==> src/sv/cdf_pkg.sv <==
package cdf_pkg;

	localparam logic [7:0] START_MARK = 8'hAA;
	localparam logic [7:0] END_MARK   = 8'h55;
	localparam logic [1:0] TYPE_MARK  = 2'b11;
	localparam logic [3:0] MAX_DLC    = 4'd8;
	localparam logic [3:0] ID_LEN_EXT = 4'd4;
	localparam logic [3:0] ID_LEN_STD = 4'd2;

	localparam logic [1:0] ST_OK       = 2'd0;
	localparam logic [1:0] ST_BAD_TYPE = 2'd1;
	localparam logic [1:0] ST_BAD_DLC  = 2'd2;
	localparam logic [1:0] ST_BAD_END  = 2'd3;

	typedef enum logic [2:0] {
		OP_START,
		OP_ID,
		OP_DATA,
		OP_DONE,
		OP_ERR
	} cmd_op_t;

	typedef struct packed {
		cmd_op_t     op;
		logic [7:0]  rx_byte;
		logic [2:0]  pos;
		logic [1:0]  status;
	} cmd_t;

endpackage

==> src/sv/cdf_front.sv <==
module cdf_front (
	input  logic          clk,
	input  logic          arst_n,
	input  logic          accept,
	input  logic [7:0]    rx_byte,
	output logic          push,
	output cdf_pkg::cmd_t cmd
);

	typedef enum logic [1:0] {
		HUNT,
		TYPE_BYTE,
		BODY,
		END_BYTE
	} phase_t;

	phase_t     phase_q;
	logic [3:0] bytes_left_q;
	logic [3:0] body_index_q;
	logic       ext_q;

	logic [3:0] id_len;
	logic [3:0] type_id_len;
	logic [3:0] data_off;
	logic       type_ok;
	logic       dlc_ok;

	assign id_len      = ext_q ? cdf_pkg::ID_LEN_EXT : cdf_pkg::ID_LEN_STD;
	assign type_id_len = rx_byte[5] ? cdf_pkg::ID_LEN_EXT : cdf_pkg::ID_LEN_STD;
	assign data_off    = body_index_q - id_len;
	assign type_ok     = rx_byte[7:6] == cdf_pkg::TYPE_MARK;
	assign dlc_ok      = rx_byte[3:0] <= cdf_pkg::MAX_DLC;

	always_comb begin
		push        = 1'b0;
		cmd.op      = cdf_pkg::OP_START;
		cmd.rx_byte = rx_byte;
		cmd.pos     = '0;
		cmd.status  = cdf_pkg::ST_OK;
		unique case (phase_q)
			HUNT: begin
				push = 1'b0;
			end
			TYPE_BYTE: begin
				push = accept;
				if (!type_ok) begin
					cmd.op     = cdf_pkg::OP_ERR;
					cmd.status = cdf_pkg::ST_BAD_TYPE;
				end else if (!dlc_ok) begin
					cmd.op     = cdf_pkg::OP_ERR;
					cmd.status = cdf_pkg::ST_BAD_DLC;
				end
			end
			BODY: begin
				push = accept;
				if (body_index_q < id_len) begin
					cmd.op  = cdf_pkg::OP_ID;
					cmd.pos = body_index_q[2:0];
				end else begin
					cmd.op  = cdf_pkg::OP_DATA;
					cmd.pos = data_off[2:0];
				end
			end
			END_BYTE: begin
				push = accept;
				if (rx_byte == cdf_pkg::END_MARK) begin
					cmd.op = cdf_pkg::OP_DONE;
				end else begin
					cmd.op     = cdf_pkg::OP_ERR;
					cmd.status = cdf_pkg::ST_BAD_END;
				end
			end
			default: begin
				push = 1'b0;
			end
		endcase
	end

	always_ff @(posedge clk or negedge arst_n) begin
		if (!arst_n) begin
			phase_q      <= HUNT;
			bytes_left_q <= '0;
			body_index_q <= '0;
			ext_q        <= 1'b0;
		end else if (accept) begin
			unique case (phase_q)
				HUNT: begin
					if (rx_byte == cdf_pkg::START_MARK) begin
						phase_q <= TYPE_BYTE;
					end
				end
				TYPE_BYTE: begin
					if (type_ok && dlc_ok) begin
						phase_q      <= BODY;
						ext_q        <= rx_byte[5];
						body_index_q <= '0;
						bytes_left_q <= type_id_len + (rx_byte[4] ? 4'd0 : rx_byte[3:0]);
					end else begin
						phase_q <= HUNT;
					end
				end
				BODY: begin
					body_index_q <= body_index_q + 4'd1;
					bytes_left_q <= bytes_left_q - 4'd1;
					if (bytes_left_q <= 4'd1) begin
						phase_q <= END_BYTE;
					end
				end
				END_BYTE: begin
					phase_q <= HUNT;
				end
				default: begin
					phase_q <= HUNT;
				end
			endcase
		end
	end

endmodule

==> src/sv/cdf_queue.sv <==
module cdf_queue #(
	parameter int DEPTH = 4
) (
	input  logic          clk,
	input  logic          arst_n,
	input  logic          push,
	input  cdf_pkg::cmd_t push_cmd,
	output logic          full,
	input  logic          pop,
	output logic          pop_valid,
	output cdf_pkg::cmd_t pop_cmd
);

	localparam int PW = $clog2(DEPTH);
	localparam int CW = $clog2(DEPTH + 1);

	cdf_pkg::cmd_t  entry_q [DEPTH];
	logic [PW-1:0]  wr_ptr_q;
	logic [PW-1:0]  rd_ptr_q;
	logic [CW-1:0]  count_q;

	assign full      = count_q == CW'(DEPTH);
	assign pop_valid = count_q != '0;
	assign pop_cmd   = entry_q[rd_ptr_q];

	always_ff @(posedge clk) begin
		if (push) begin
			entry_q[wr_ptr_q] <= push_cmd;
		end
	end

	always_ff @(posedge clk or negedge arst_n) begin
		if (!arst_n) begin
			wr_ptr_q <= '0;
			rd_ptr_q <= '0;
			count_q  <= '0;
		end else begin
			if (push) begin
				wr_ptr_q <= (wr_ptr_q == PW'(DEPTH - 1)) ? '0 : wr_ptr_q + PW'(1);
			end
			if (pop) begin
				rd_ptr_q <= (rd_ptr_q == PW'(DEPTH - 1)) ? '0 : rd_ptr_q + PW'(1);
			end
			if (push && !pop) begin
				count_q <= count_q + CW'(1);
			end else if (pop && !push) begin
				count_q <= count_q - CW'(1);
			end
		end
	end

`ifndef SYNTH
	a_no_push_full: assert property (@(posedge clk) disable iff (!arst_n)
		full |-> !push) else $error("push into full queue");
	a_no_pop_empty: assert property (@(posedge clk) disable iff (!arst_n)
		!pop_valid |-> !pop) else $error("pop from empty queue");
`endif

endmodule

==> src/sv/cdf_back.sv <==
module cdf_back (
	input  logic          clk,
	input  logic          arst_n,
	input  logic          cmd_valid,
	input  cdf_pkg::cmd_t cmd,
	output logic          cmd_pop,
	output logic          out_valid,
	input  logic          out_stall,
	output logic [1:0]    status,
	output logic          is_extended,
	output logic          is_remote,
	output logic [3:0]    length_code,
	output logic [28:0]   can_id,
	output logic [63:0]   payload
);

	logic        ext_q;
	logic        rtr_q;
	logic [3:0]  dlc_q;
	logic [28:0] id_q;
	logic [63:0] data_q;
	logic        out_valid_q;
	logic        is_emit;
	logic        out_free;

	assign is_emit  = cmd.op == cdf_pkg::OP_DONE || cmd.op == cdf_pkg::OP_ERR;
	assign out_free = !out_valid_q || !out_stall;
	assign cmd_pop  = cmd_valid && (!is_emit || out_free);
	assign out_valid = out_valid_q;

	always_ff @(posedge clk) begin
		if (cmd_pop) begin
			unique case (cmd.op)
				cdf_pkg::OP_START: begin
					ext_q  <= cmd.rx_byte[5];
					rtr_q  <= cmd.rx_byte[4];
					dlc_q  <= cmd.rx_byte[3:0];
					id_q   <= '0;
					data_q <= '0;
				end
				cdf_pkg::OP_ID: begin
					case (cmd.pos[1:0])
						2'd0: id_q[7:0]   <= cmd.rx_byte;
						2'd1: id_q[15:8]  <= cmd.rx_byte;
						2'd2: id_q[23:16] <= cmd.rx_byte;
						default: id_q[28:24] <= cmd.rx_byte[4:0];
					endcase
				end
				cdf_pkg::OP_DATA: begin
					data_q[{cmd.pos, 3'b000} +: 8] <= cmd.rx_byte;
				end
				cdf_pkg::OP_DONE: begin
					status      <= cdf_pkg::ST_OK;
					is_extended <= ext_q;
					is_remote   <= rtr_q;
					length_code <= dlc_q;
					can_id      <= ext_q ? id_q : {18'd0, id_q[10:0]};
					payload     <= rtr_q ? 64'd0 : data_q;
				end
				cdf_pkg::OP_ERR: begin
					status      <= cmd.status;
					is_extended <= 1'b0;
					is_remote   <= 1'b0;
					length_code <= '0;
					can_id      <= '0;
					payload     <= '0;
				end
				default: begin
					id_q <= id_q;
				end
			endcase
		end
	end

	always_ff @(posedge clk or negedge arst_n) begin
		if (!arst_n) begin
			out_valid_q <= 1'b0;
		end else if (cmd_pop && is_emit) begin
			out_valid_q <= 1'b1;
		end else if (!out_stall) begin
			out_valid_q <= 1'b0;
		end
	end

`ifndef SYNTH
	a_err_clean: assert property (@(posedge clk) disable iff (!arst_n)
		out_valid && status != cdf_pkg::ST_OK |-> can_id == '0 && payload == '0
		&& !is_extended && !is_remote && length_code == '0)
		else $error("error item carries frame fields");
	a_remote_empty: assert property (@(posedge clk) disable iff (!arst_n)
		out_valid && is_remote |-> payload == '0) else $error("remote item has payload");
	a_std_id: assert property (@(posedge clk) disable iff (!arst_n)
		out_valid && !is_extended |-> can_id[28:11] == '0) else $error("standard id too wide");
	a_emit_waits: assert property (@(posedge clk) disable iff (!arst_n)
		cmd_pop && is_emit |-> out_free) else $error("result overwritten");
`endif

endmodule

==> src/sv/can_serial_frame_deframer.sv <==
// Result path: the command for the end marker, or for the byte that fails the frame, is written
// into the command queue, then popped into the registered result on out_valid once the output is free.
// Throughput: one byte per cycle; the front end runs on its own and a small command queue
// absorbs output stalls, so rx_byte stalls only when that queue is full.
// Reset (arst_n low): phase returns to hunting, queue empties, out_valid drops.
module can_serial_frame_deframer #(
	parameter int QUEUE_DEPTH = 4
) (
	input  logic        clk,
	input  logic        arst_n,
	input  logic        in_valid,
	output logic        in_stall,
	input  logic [7:0]  rx_byte,
	output logic        out_valid,
	input  logic        out_stall,
	output logic [1:0]  status,
	output logic        is_extended,
	output logic        is_remote,
	output logic [3:0]  length_code,
	output logic [28:0] can_id,
	output logic [63:0] payload
);

	logic          accept;
	logic          push;
	logic          full;
	logic          pop;
	logic          pop_valid;
	cdf_pkg::cmd_t push_cmd;
	cdf_pkg::cmd_t pop_cmd;

	assign in_stall = full;
	assign accept   = in_valid && !full;

	cdf_front u_front (
		.clk     (clk),
		.arst_n  (arst_n),
		.accept  (accept),
		.rx_byte (rx_byte),
		.push    (push),
		.cmd     (push_cmd)
	);

	cdf_queue #(
		.DEPTH (QUEUE_DEPTH)
	) u_queue (
		.clk       (clk),
		.arst_n    (arst_n),
		.push      (push),
		.push_cmd  (push_cmd),
		.full      (full),
		.pop       (pop),
		.pop_valid (pop_valid),
		.pop_cmd   (pop_cmd)
	);

	cdf_back u_back (
		.clk         (clk),
		.arst_n      (arst_n),
		.cmd_valid   (pop_valid),
		.cmd         (pop_cmd),
		.cmd_pop     (pop),
		.out_valid   (out_valid),
		.out_stall   (out_stall),
		.status      (status),
		.is_extended (is_extended),
		.is_remote   (is_remote),
		.length_code (length_code),
		.can_id      (can_id),
		.payload     (payload)
	);

endmodule

==> config.mk <==
export PLATFORM = sky130hd
export DESIGN_NAME = can_serial_frame_deframer
export DESIGN_NICKNAME = d
export VERILOG_FILES = /design/src/sv/cdf_pkg.sv /design/src/sv/cdf_front.sv /design/src/sv/cdf_queue.sv /design/src/sv/cdf_back.sv /design/src/sv/can_serial_frame_deframer.sv
export SDC_FILE = /design/constraint.sdc
export NUM_CORES = 1
export LEC_CHECK = 0
export BUFFER_PORTS_ARGS = -buffer_cell sky130_fd_sc_hd__buf_2
export CAP_MARGIN = 10
export CELL_PAD_IN_SITES_DETAIL_PLACEMENT = 0
export CELL_PAD_IN_SITES_GLOBAL_PLACEMENT = 1
export CORE_MARGIN = 2
export CORE_UTILIZATION = 45
export DETAILED_ROUTE_END_ITERATION = 6
export PLACE_DENSITY_LB_ADDON = 0.15
export SLEW_MARGIN = 15
export SYNTH_ARGS = -nofsm -noshare
export SYNTH_HDL_FRONTEND = slang
export SYNTH_SLANG_ARGS = --single-unit
export TNS_END_PERCENT = 1
==> constraint.sdc <==
create_clock -name clk -period 8.3 [get_ports clk]
set_input_delay 0.83 -clock clk [delete_from_list [all_inputs] [get_ports clk]]
set_output_delay 0.83 -clock clk [all_outputs]
set_load 0.02 [all_outputs]
# Yosys cells after proc, flatten, opt, wreduce, memory -nomap -nowiden
# Memories as Yosys holds them, arrays and structs flattened.
# Index checks and enable logic that the tools add are counted.
[word_totals]
ff_bits = 219
ram_bits = 64
out_inout_bits = 103
word_cells = 142
mem_count = 1
[memory_table]
columns = ["name", "words", "word_bits", "rd", "rd_clocked_by_memory_dff", "write_ports", "line_no", "text"]
rows = [
  ["u_queue.entry_q", 4, 16, 1, 0, 1, "cdf_queue.sv:17", "cdf_pkg::cmd_t entry_q [DEPTH];"],
]
[classes]
n_addsub = 9
n_lt_le_gt_ge = 3
n_eq_ne = 23
shift = 2
n_mux = 46
n_reduce_logical = 36
[ops]
columns = ["operator", "n"]
rows = [
  ["$pmux W64 S2", 2],
  ["$pmux W29 S2", 2],
  ["$bwmux W64", 1],
  ["$mux W64", 1],
  ["$shift A8 B8 Y64 const A", 1],
  ["$shiftx A8 B8 Y64", 1],
  ["$mux W29", 1],
  ["$mux W3", 9],
  ["$mux W8", 3],
  ["$pmux W4 S2", 3],
  ["$reduce_and A3 Y1", 7],
  ["$mux W2", 9],
  ["$ne A2 B1 Y1 const B", 7],
  ["$eq A2 B2 Y1 const B", 6],
  ["$mux W4", 3],
  ["$reduce_bool A2 Y1", 5],
  ["$pmux W3 S3", 1],
  ["$eq A8 B7 Y1 const B", 1],
  ["$eq A8 B8 Y1 const B", 1],
  ["$neg A6 Y8", 1],
  ["$pmux W2 S2", 2],
  ["$pmux W2 S4", 1],
  ["$eq A3 B2 Y1 const B", 2],
  ["$eq A3 B3 Y1 const B", 2],
  ["24 further kinds", 47],
]

# Logic depth before layout (Yosys ltp)
# Gate-level depths: netlist (run 1).
# An unclocked memory read counts as a cell.
[depth]
depth_word = 9
ltp_mapped = 11
mapped_depth_nobuf = 10

# Modules after synthesis
# Synthesis (run 1) repeated with hierarchy kept, for this count alone.
[hier_totals]
cells_unflattened = 770
area_unflattened_um2 = 11861.4
[by_module_without_submodules]
columns = ["mod", "instances", "cells_each", "area_each_um2", "seq_area_each_um2"]
rows = [
  ["cdf_back", 1, 539, 8104.0, 6030.8],
  ["cdf_queue", 1, 121, 2766.4, 2097.0],
  ["cdf_front", 1, 109, 977.2, 275.3],
  ["can_serial_frame_deframer", 1, 1, 13.8, 0.0],
]

# Worst setup path before layout (run 1)
# OpenSTA, ideal clock, no wires.
[synth_path]
kind = "reg2reg"
startpoint = "register u_queue.rd_ptr_q[0]"
endpoint = "register u_back.can_id[0], enable pin"
arrival_ps = 5859
t_required_ps = 7739
setup_slack_ps = 1879
stages_incl_launch_ff = 7
period_less_slack_ps = 6421
path_cell_list = "dfrtp_1 buf_6 mux4_2 nor3b_2 buf_2 o21bai_1 nor2_1"
[synth_between]
elab_chain_cells = 7
word_cells_on_any_way = 9
cone_classes = "eq/ne (2); reduce/logical (6); memory (1)"
[synth_rtl]
columns = ["element", "line_no", "text"]
rows = [
  ["from (decl)", "cdf_queue.sv:19", "logic [PW-1:0] rd_ptr_q;"],
  ["from (signal assigned)", "cdf_queue.sv:42", "rd_ptr_q <= (rd_ptr_q == PW'(DEPTH - 1)) ? '0 : rd_ptr_q + PW'(1);"],
  ["$mem_v2 Z4 W16 (*)", "-", ""],
  ["$eq A3 B2 Y1 or $eq A3 B3 Y1 (tied branches)", "cdf_back.sv:26, cdf_back.sv:33", ""],
  ["$logic_or A1 B1 Y1", "cdf_back.sv:26", "assign is_emit = cmd.op == cdf_pkg::OP_DONE || cmd.op == cdf_pkg::OP_ERR;"],
  ["$logic_not A1 Y1", "cdf_back.sv:28", "assign cmd_pop = cmd_valid && (!is_emit || out_free);"],
  ["$logic_or A1 B1 Y1", "cdf_back.sv:28", ""],
  ["$logic_and A1 B1 Y1", "cdf_back.sv:28", ""],
  ["$reduce_and A2 Y1 (no source line) (*)", "-", ""],
  ["to (signal assigned)", "cdf_back.sv:57", "can_id <= ext_q ? id_q : {18'd0, id_q[10:0]};"],
  ["to (decl)", "cdf_back.sv:13", "output logic [28:0] can_id,"],
]
# Mark *: on every way between the ends. The rest lies on a longest branch, timed or not.
# A chain may end at the register's enable or synchronous reset.

# Worst setup path in the final report (run 1)
[layout_path]
startpoint = "register u_queue.rd_ptr_q[1]"
endpoint = "register u_back.data_q[1] (data pin)"
[layout_between]
elab_chain_cells = 5
word_cells_on_any_way = 8
cone_classes = "add/sub (1); eq/ne (1); shift (2); mux (2); reduce/logical (1); memory (1)"
[layout_rtl]
columns = ["element", "line_no", "text"]
rows = [
  ["$mem_v2 Z4 W16 (*)", "-", ""],
  ["$neg A6 Y8", "cdf_back.sv:50", "data_q[{cmd.pos, 3'b000} +: 8] <= cmd.rx_byte;"],
  ["$shiftx A8 B8 Y64 or $shift A8 B8 Y64 (tied branches)", "cdf_back.sv:50", ""],
  ["$bwmux W64", "cdf_back.sv:50", ""],
  ["$pmux W64 S2 (*)", "cdf_back.sv:33", "unique case (cmd.op)"],
  ["to (signal, indexed assignment)", "cdf_back.sv:50", ""],
  ["to (decl)", "cdf_back.sv:21", "logic [63:0] data_q;"],
]
# Marks and branches as above.

==> results of run 1 <==
-- worst paths after layout --
check,start,end,slack [ns]
worst min-delay path,arst_n,u_front.bytes_left_q[0],0.24
worst max register to register,u_queue.rd_ptr_q[1],u_back.data_q[1],4.24
worst max-delay path,u_queue.rd_ptr_q[1],u_back.data_q[1],4.24
worst min register to register,u_queue.count_q[2],u_queue.count_q[2],0.50
min in group clk,u_queue.count_q[2],u_queue.count_q[2],0.50
max in group asynchronous,arst_n,u_queue.count_q[0],7.71
-- cell usage in the layout (no fill, tap or decap), drive strengths merged, types with 2 or more instances in the layout --
cell type  count
a211oi         2
a21boi         4
a21o           2
a21oi         28
a31oi          3
and2          91
and3           9
buf          121
bufinv         4
clkbuf        32
clkinv        14
clkinvlp       2
dfrtp         19
edfxtp       264
fa             2
ha            18
inv           22
mux2           5
mux2i         44
mux4          16
nand2         15
nand2b         5
nand3         14
nand4         19
nor2          58
nor2b         22
nor3           5
nor3b          2
nor4           2
nor4bb         2
o21ai         13
o21bai         2
o31ai         17
or3b           3
xnor2          3
xor2           3
-- critical path, delay by kind of cell, from the launching register on --
kind          cells  cell delay [ns]
fa+ha+maj         2             0.78
simple gates      3             1.21
buf+inv           1             0.10
flops             1             0.88
mux               2             0.79
-- metrics by stage --
step | setup WS [ns] | std cells
after global placement | 4.44 | 1183
after global routing | 3.96 | 1236
after detailed placement | 4.28 | 1183
after CTS | 4.24 | 1236
final | 4.24 | 1236
after floorplan | 1.88 | 770
-- cell type report --
class / count / area (um2) / area share [%]
clock inverters: 21 / 211 / 1.56
flip-flops and latches: 283 / 8400 / 61.8
multi-input cells: 423 / 3120 / 22.9
well taps: 335 / 419 / 3.08
inverters: 21 / 78.8 / 0.580
repair buffers: 121 / 623 / 4.59
clock buffers: 32 / 737 / 5.42
-- routing by layer --
metal / up-vias / share of wire [%]
met5: - / 0
met4: 0 / 2.1
met3: 36 / 5.4
met2: 199 / 48
met1: 3196 / 44
li1: 3078 / -
-- flip-flops by register name, indices dropped and copies added (netlist names), 4 cells and up, named ones only --
signal / count
u_front.body_index_q: 4
u_front.bytes_left_q: 4
u_back.dlc_q: 4
u_back.payload: 64
u_queue.entry_q: 64
u_back.id_q: 29
u_back.length_code: 4
u_back.data_q: 64
u_back.can_id: 29
-- power by group --
part           switching [mW]  internal (mW)  leakage [nW]
combinational            1.25          0.528          1.93
clock                   0.532          0.762         0.466
sequential              0.171           2.16          2.74
total                    1.95           3.45          5.13
-- kinds of logic after synthesis --
family | count (synthesis)
flip-flops | 283
AND/OR/NAND/NOR | 255
AO/OA/AOI/OAI | 77
multiplexers | 65
buffers and inverters | 64
adder cells (fa/ha/maj) | 20
XOR/XNOR | 6
==> metrics.md, run 1 <==
| Metric | Value |
|---|---|
| Status | completed |
| Vias | 6509 |
| Syn_area_per_cell | ~15 um2 |
| Warning count from the yosys run | 0 |
| Synthesized net count | 802 |
| Most repeated library cell on the critical path | ha_1 |
| Initial core utilization | a little under half |
| Worst VDD drop | 0.243 mV |
| Die ar. | 27400 um2 |
| Worst Hold Class | in -> async |
| Layout area overhead | 15.6% |
| Final setup viols | 0 |
| Clock buffer depth | 3 |
| Design area | about 14000 um2 |
| Share of layout cells above drive strength 1 | approximately 22% |
| Post-synth EDFFs | 264 |
| Hold_buf cts | 0 |
| Adder-cell share of the synthesized area | 2.26% |
| Final Cycle Share | 48.9% |
| Final Hold Fails | 0 |
| Die height | 166 um |
| Drt first pass iters | 7 |
| Vias in the first global route | 6748 |
| CTS tree | yes |
| Mux contribution to synthesized area | 7.29% |
| Global-route usage over all layers | approximately 17% |
| Initial antenna violation count | 0 |
| GRT overflow | 0 |
| Max_cap viols | 0 |
| Final wirelength | between 20 and 25 mm |
| Pins Over Slew Limit | 0 |
| Slew @ Worst Pin | 1.03 ns |
| Synth Area in XOR/XNOR | 0.447% |
| Slew headroom | a little under a third |
| CTS Buf Count | 29 |
| Post-CTS Setup Inserts | 0 |
| Avg WL per Cell | 19.0 um |
| List of most frequent post-synthesis cells | edfxtp_1, and2_1, nor2_1 |
| Max stage delay on crit path | 0.88 ns |
| Met2 Usage GRT | between 20 and 30% |
| GRT met1 Usage | 23.8% |
| CP required | 8.55 ns |
| CTS H-Tree Depth | 1 |
| Area after DPL | around 13000 um2 |
| Core Box Area | 25800 um2 |
| Fill cells | 2195 |
| ANT nets after route | 0 |
| PostCTS Resize Cnt | 0 |
| Most numerous cell in the Yosys netlist | edfxtp_1 |
| Vias per std cell | 5.27 |
| Lkg Pwr | 5.13 nW |
| Met3 global-route usage | 2.80% |
| Die X | between 150 and 200 um |
| Arrival @ worst endpoint | 4.31 ns |
| Overall power | 5.41 mW |
| Initial DRC count | 464 |
| TNS Setup | 0 ns |
| Post-synth top area share | 67.4% |
| Synthesized area | 11800 um2 |
| Synth unique cells | between 50 and 60 |
| WHS | around 0.24 ns |
| Setup Skew | 0.0220 ns |
| Fin crit period | just over 4 ns |
| Post-synth top area cell | edfxtp_1 |
| Syn Inst Count | a little under 800 |
| Worst-path cell chain | mux4_2, inv_1, ha_1, ha_1, or3b_2, nor4_4, mux2i_1, nor2_1 |
| Gpl congestion | ~0.76 |
| # DRC | 0 |
| Setup repair after global routing missed its margin | no |
| Crit Path Max Fanout | 21 |
| Register area share after synthesis | a little under three quarters |
| Critical path's slowest cell | dfrtp_1 |
| Ports | 115 |
| Startpoint class of the critical path | flip-flop |
| Dominant cells by area after synthesis | edfxtp_1, and2_1, dfrtp_1 |
| Crit end category | flip-flop |
| Clk Latency, worst-skew pair | 0.55 ns |
| Kind of critical path | reg -> reg |
| Largest net degree at the start of global routing | 85 |
| Detailed placer's ending HPWL | 15.0 mm |
| First-pass GRT wire length | 37.7 mm |
| # nets final | 911 |
| Synth Flop Type | edfxtp_1 |
| ANT cells | 0 |
| PD cells | 398 nW/um2 |
| Post-synthesis register bit count | 283 |
| # rows | a little under 60 |
| Post-Synth Simple-Gate Area | 12.3% |
| Fin util | 52.6% |
| Worst R2R Path Depth | 8 |
| Post-synthesis compound-gate area fraction | 4.07% |
| Clk sinks | about 280 |
| Async SR Flop Fraction | 6.71% |
| Clock-pin slew on the worst setup and hold paths | approximately 0.06 ns |
| # port buffers | 114 |
| Clock root cell | clkbuf_16 |
| FMAX | 246 MHz |
| Largest family of logic cells by synthesized area | simple AND/OR/NAND/NOR gates |
| Most used routing layer | met2 |
Power figures use the tool's default switching activity.
==> inputs of run 2 (changes only) <==
ABC_AREA = 1   (was unset)
CORE_UTILIZATION = 42   (was 45)
clock period = 3.5 ns   (was 8.3 ns; I/O delays follow)
==> run 2 against run 1 <==
Non-clock buffer count up 19. Fmax up 43%. Hold slack worse by 0.17 ns. Global-route usage down 0.18 points.
==> metrics.md, run 2 <==
| Metric | Value |
|---|---|
| Mux contribution to synthesized area | 0% |
| Warning count from the yosys run | 0 |
| Post-Synth Simple-Gate Area | 17.2% |
| Crit Path Max Fanout | 13 |
| Syn_area_per_cell | 10.8 um2 |
| Post-CTS Setup Inserts | 0 |
| CP Buf/Inv Count | 3 |
| Hold_buf cts | 1 |
| Commonest cells after routing, fill and taps aside | edfxtp_1, nor2_1, nand2_1 |
| Pins Over Slew Limit | 0 |
| Synthesized net count | 1151 |
| Crit end category | flip-flop |
| Synthesized area | 12100 um2 |
| Final setup margin | 0.665 ns |
| Initial antenna violation count | 0 |
| Clk sinks | about 280 |
| Post-synth top area share | 65.5% |
| Critical path's slowest cell | dfrtp_1 |
| Ports | ~120 |
| Global-route usage over all layers | 17.0% |
| Post-synthesis compound-gate area fraction | 3.02% |
| Worst-path cell chain | buf_4, nor2_1, nor2_1, nand2_1, nand2_1, inv_1, ha_1, inv_1, nand4_1, nor2_2, nand2_1, nand2_1, nor2_1 |
| Status | completed |
| Final wirelength | 25.2 mm |
| CP required | ~3.8 ns |
| CTS tree | yes |
| Final Hold Fails | 0 |
| Worst Hold Class | in -> reg |
| Detailed placer's ending HPWL | roughly 16 mm |
| Top flop regs | u_back.data_q x64, u_back.payload x64, u_queue.entry_q x64 |
| Dominant cells by area after synthesis | edfxtp_1, nor2_1, nand2_1 |
| First-pass GRT wire length | about 40 mm |
| Arrival @ worst endpoint | 3.14 ns |
| Family with the most delay on the worst path | simple AND/OR/NAND/NOR gates |
| Syn Inst Count | 1119 |
| Most numerous cell in the Yosys netlist | edfxtp_1 |
| # nets final | 1291 |
| Post-synth top area cell | edfxtp_1 |
| Initial DRC count | 582 |
| Startpoint class of the critical path | flip-flop |
| Kind of critical path | reg -> reg |
| Gpl congestion | a little over 0.7 |
| GRT overflow | 0 |
| Slew @ Worst Pin | 0.740 ns |
| List of most frequent post-synthesis cells | edfxtp_1, nor2_1, nand2_1 |
| Post-synthesis register bit count | 283 |
| Async SR Flop Fraction | 6.71% |
| Die ar. | 30200 um2 |
| Worst slack, placed | 0.682 ns |
| Vias | 7612 |
| Adder-cell share of the synthesized area | 2.19% |
| Setup Skew | around 0.011 ns |
| CTS H-Tree Depth | 1 |
| Commonest non-fill, non-tap cell in the layout | edfxtp_1 |
| Clock-pin slew on the worst setup and hold paths | around 0.06 ns |
| Initial core utilization | 42.4% |
| Vias per std cell | about 4.6 |
| Max stage delay on crit path | 0.59 ns |
| Max_cap viols | 0 |
| # rows | 62 |
| # port buffers | 114 |
| CTS Buf Count | 31 |
| PostCTS Resize Cnt | 0 |
| Drt first pass iters | 4 |
| Share of layout cells above drive strength 1 | around 16% |
| Most repeated library cell on the critical path | nand2_1 |
| Final setup viols | 0 |
| Synth Flop Type | edfxtp_1 |
| Synth unique cells | 34 |
| Layout area overhead | 17.1% |
| Clk Latency, worst-skew pair | 0.55 ns |
| Fin crit period | 2.84 ns |
| Slew headroom | roughly half |
| Vias in the first global route | 7332 |
| Setup repair after global routing missed its margin | no |
| Clock buffer depth | 3 |
| Largest family of logic cells by synthesized area | simple AND/OR/NAND/NOR gates |
| ANT cells | 0 |
| Avg WL per Cell | 15.2 um |
| TNS Setup | 0 ns |
| Final Cycle Share | between 80% and 90% |
| Register area share after synthesis | 69.4% |
| FMAX | 353 MHz |
| Core Box Area | between 20000 and 30000 um2 |
| Largest net degree at the start of global routing | 65 |
| Die X | 174 um |
| Post-synth EDFFs | 264 |
| ANT nets after route | 0 |
| Synth Area in XOR/XNOR | less than 1% |
| Die height | 174 um |
| Clock root cell | clkbuf_16 |
| # DRC | 0 |
## run 2: area by class of cell
| cell class | instances | area, um2 |
|---|---|---|
| Tap cell | 384 | 480 |
| Inverter | 186 | 707 |
| Timing Repair Buffer | 140 | 818 |
| Fill cell | 2694 | 14400 |
| Clock buffer | 37 | 798 |
| Sequential cell | 283 | 8400 |
| Multi-Input combinational cell | 617 | 2780 |
| Clock inverter | 17 | 188 |
## run 2: stage by stage
| stage | area [um2] | cells | hold WS, ns | util, % |
|---|---|---|---|---|
| floorplan | 12100 | 1119 | 0.0544 | - |
| global placement | 13200 | 1609 | 0.332 | 46.2 |
| detailed placement | 13200 | 1609 | 0.329 | 46.2 |
| CTS | 14200 | 1664 | 0.0417 | 49.6 |
| global route | 14200 | 1664 | 0.0594 | 49.6 |
| finish | 14200 | 1664 | 0.0703 | 49.6 |
## run 2: metal layers
| layer | track usage, % | up-vias | share of wire [%] |
|---|---|---|---|
| met4 | 4.55 | 0 | 1.9 |
| met3 | 2.63 | 38 | 5.3 |
| li1 | - | 3877 | - |
| met1 | 24.7 | 3523 | 48 |
| met5 | 0 | - | 0 |
| met2 | 26.7 | 174 | 45 |
## run 2: worst paths after layout
| path | start | to | slack (ns) | depth (start not counted) |
|---|---|---|---|---|
| min in group asynchronous | arst_n | u_front.bytes_left_q[1] | 0.28 | 2 |
| max in group asynchronous | arst_n | u_queue.rd_ptr_q[1] | 2.89 | 2 |
| worst min register to register | u_front.ext_q | u_front.ext_q | 0.50 | 2 |
| worst min-delay path | rx_byte[5] | u_queue.entry_q[1][10] | 0.07 | 1 |
| worst max-delay path | u_queue.rd_ptr_q[0] | u_back.data_q[49] | 0.66 | 13 |
| worst max register to register | u_queue.rd_ptr_q[0] | u_back.data_q[49] | 0.66 | 13 |
## run 2: cell families (layout without fill, tap and decap cells)
group	after synthesis	in the layout
compound gates	71	71
xor+xnor	7	7
fa+ha+maj	20	20
buf+inv	219	380
flops	283	283
simple gates	519	519
Power of run 2 is not shown: default switching activity piles up to over one toggle a cycle in this logic, so the estimate is an artifact.
==> inputs of run 3 (changes only) <==
clock period = 2.6 ns   (was 3.5 ns; I/O delays follow)
==> run 3 against run 2 <==
Hold slack lost 0.028 ns. Routed wire length grew 0.77%. Setup slack lost 0.49 ns. Register-to-register slack lost 0.49 ns. Sequential share of layout area shrank 1.4 points. Largest cell class unchanged. Final area grew 2.4%. Non-clock buffer count grew 31. Fmax grew 17%.
==> metrics.md, run 3 (synthesis results as in run 2) <==
| Metric | Value |
|---|---|
| Status | completed |
| Commonest non-fill, non-tap cell in the layout | edfxtp_1 |
| Gpl congestion | between 0.7 and 0.8 |
| WHS | approximately 0.042 ns |
| Final Hold Fails | 0 |
| Vias per std cell | approximately 4.5 |
| Initial antenna violation count | 0 |
| TNS Setup | 0 ns |
| Slew @ Worst Pin | ~0.65 ns |
| Crit end category | flip-flop |
| Startpoint class of the critical path | flip-flop |
| CTS Buf Count | 30 |
| Clock root cell | clkbuf_16 |
| Slew headroom | 56.5% |
| Largest net degree at the start of global routing | 83 |
| # nets final | 1321 |
| Fin util | 50.8% |
| Die height | 174 um |
| Fill cells | 2716 |
| Pins Over Slew Limit | 0 |
| Vias in the first global route | 7333 |
| Clk Latency, worst-skew pair | 0.56 ns |
| Commonest cells after routing, fill and taps aside | edfxtp_1, nor2_1, nand2_1 |
| Detailed placer's ending HPWL | 16.5 mm |
| Worst Hold Class | in -> reg |
| CTS tree | yes |
| Arrival @ worst endpoint | about 2.9 ns |
| CTS H-Tree Depth | 1 |
| Final setup viols | 0 |
| Max_cap viols | 0 |
| Final setup margin | 0.179 ns |
| Initial core utilization | 42.4% |
| Ports | ~120 |
| Fin crit period | 2.42 ns |
| Global-route usage over all layers | 16.8% |
| Top flop regs | u_back.data_q x64, u_back.payload x64, u_queue.entry_q x64 |
| Vias | 7639 |
| Initial DRC count | 466 |
| Setup repair after global routing missed its margin | yes |
| Avg WL per Cell | 15.0 um |
| Setup Skew | 0.0180 ns |
| Clock-pin slew on the worst setup and hold paths | 0.06 ns |
| ANT nets after route | 0 |
| Drt first pass iters | 4 |
| # port buffers | 114 |
| Crit Path Max Fanout | 17 |
| Core Box Area | 28500 um2 |
| # rows | 62 |
| CP required | a little over 3 ns |
| Worst slack, placed | -0.0489 ns |
| GRT overflow | 0 |
| Die X | 174 um |
| ANT cells | 0 |
| Die ar. | a little over 30000 um2 |
| Final wirelength | 25.4 mm |
| First-pass GRT wire length | 39.9 mm |
| Final Cycle Share | 93.1% |
| FMAX | just over 400 MHz |
| # DRC | 0 |
| Clock buffer depth | 3 |
| Clk sinks | between 200 and 300 |
| Layout area overhead | 19.9% |
| Kind of critical path | reg -> reg |
| Share of layout cells above drive strength 1 | 18.5% |
==> run 3: changes by cell type in the layout (fill, tap and decap cells not counted), sizes merged <==
cell	previous run	this run
inv	187	185
dlygate4sd3	1	8
buf	139	163
clkinv	11	10
bufinv	4	3
clkinvlp	1	3
==> run 3: layout make-up <==
class / count / area (um2) / share of cell area, %
Clock buffer: 37 / 798 / 5.50
Timing Repair Buffer: 171 / 1130 / 7.82
Multi-Input combinational cell: 617 / 2840 / 19.5
Clock inverter: 15 / 150 / 1.03
Sequential cell: 283 / 8400 / 57.9
Inverter: 186 / 709 / 4.89
Tap cell: 384 / 480 / 3.31
==> run 3: metrics by stage <==
stage          cell area [um2]  cells
2_1_floorplan            12200   1119
3_3_place_gp             13400   1630
3_5_place_dp             13400   1630
4_1_cts                  14500   1690
5_1_grt                  14500   1693
6_report                 14500   1693
==> run 3: path summary, 6_finish.rpt <==
kind	depth (start not counted)	end	from	slack [ns]
worst max-delay path	15	u_queue.count_q[2]	u_queue.rd_ptr_q[0]	0.18
worst min-delay path	1	u_queue.entry_q[0][8]	rx_byte[3]	0.04
worst max register to register	15	u_queue.count_q[2]	u_queue.rd_ptr_q[0]	0.18
worst min register to register	2	u_front.ext_q	u_front.ext_q	0.49
max in group asynchronous	2	u_queue.rd_ptr_q[0]	arst_n	2.05
min in group asynchronous	2	u_front.body_index_q[3]	arst_n	0.19
==> run 3: worst max-delay path, stage by stage (launching register included) <==
cell,delay (ns)
dfrtp_2,0.51
inv_8,0.15
nand2_2,0.07
nand2_1,0.06
nand2_1,0.06
nand2_2,0.12
nand3_2,0.09
nand2_2,0.08
nand2_1,0.08
nand2_1,0.09
ha_1,0.14
inv_1,0.06
fa_1,0.37
a21oi_1,0.14
o21ai_0,0.11
xor2_1,0.15
==> run 3: routing by layer <==
metal,up-vias,global-route usage [%],share of wire (%)
met5,-,0,0
met4,0,4.38,1.8
met3,36,2.50,4.0
met2,131,27.5,46
met1,3539,23.7,48
li1,3933,-,-
==> run 3: what timing repair did <==
| action | in CTS | in global routing |
|---|---|---|
| pin swaps | 0 | 0 |
| resized for setup | 1 | 5 |
| buffers inserted | 0 | 3 |
| hold buffers | 8 | 0 |
| endpoints found under the setup margin | 20 | 24 |
| hold endpoints to repair | 44 | 0 |
Power of run 3 is left out for the same reason.
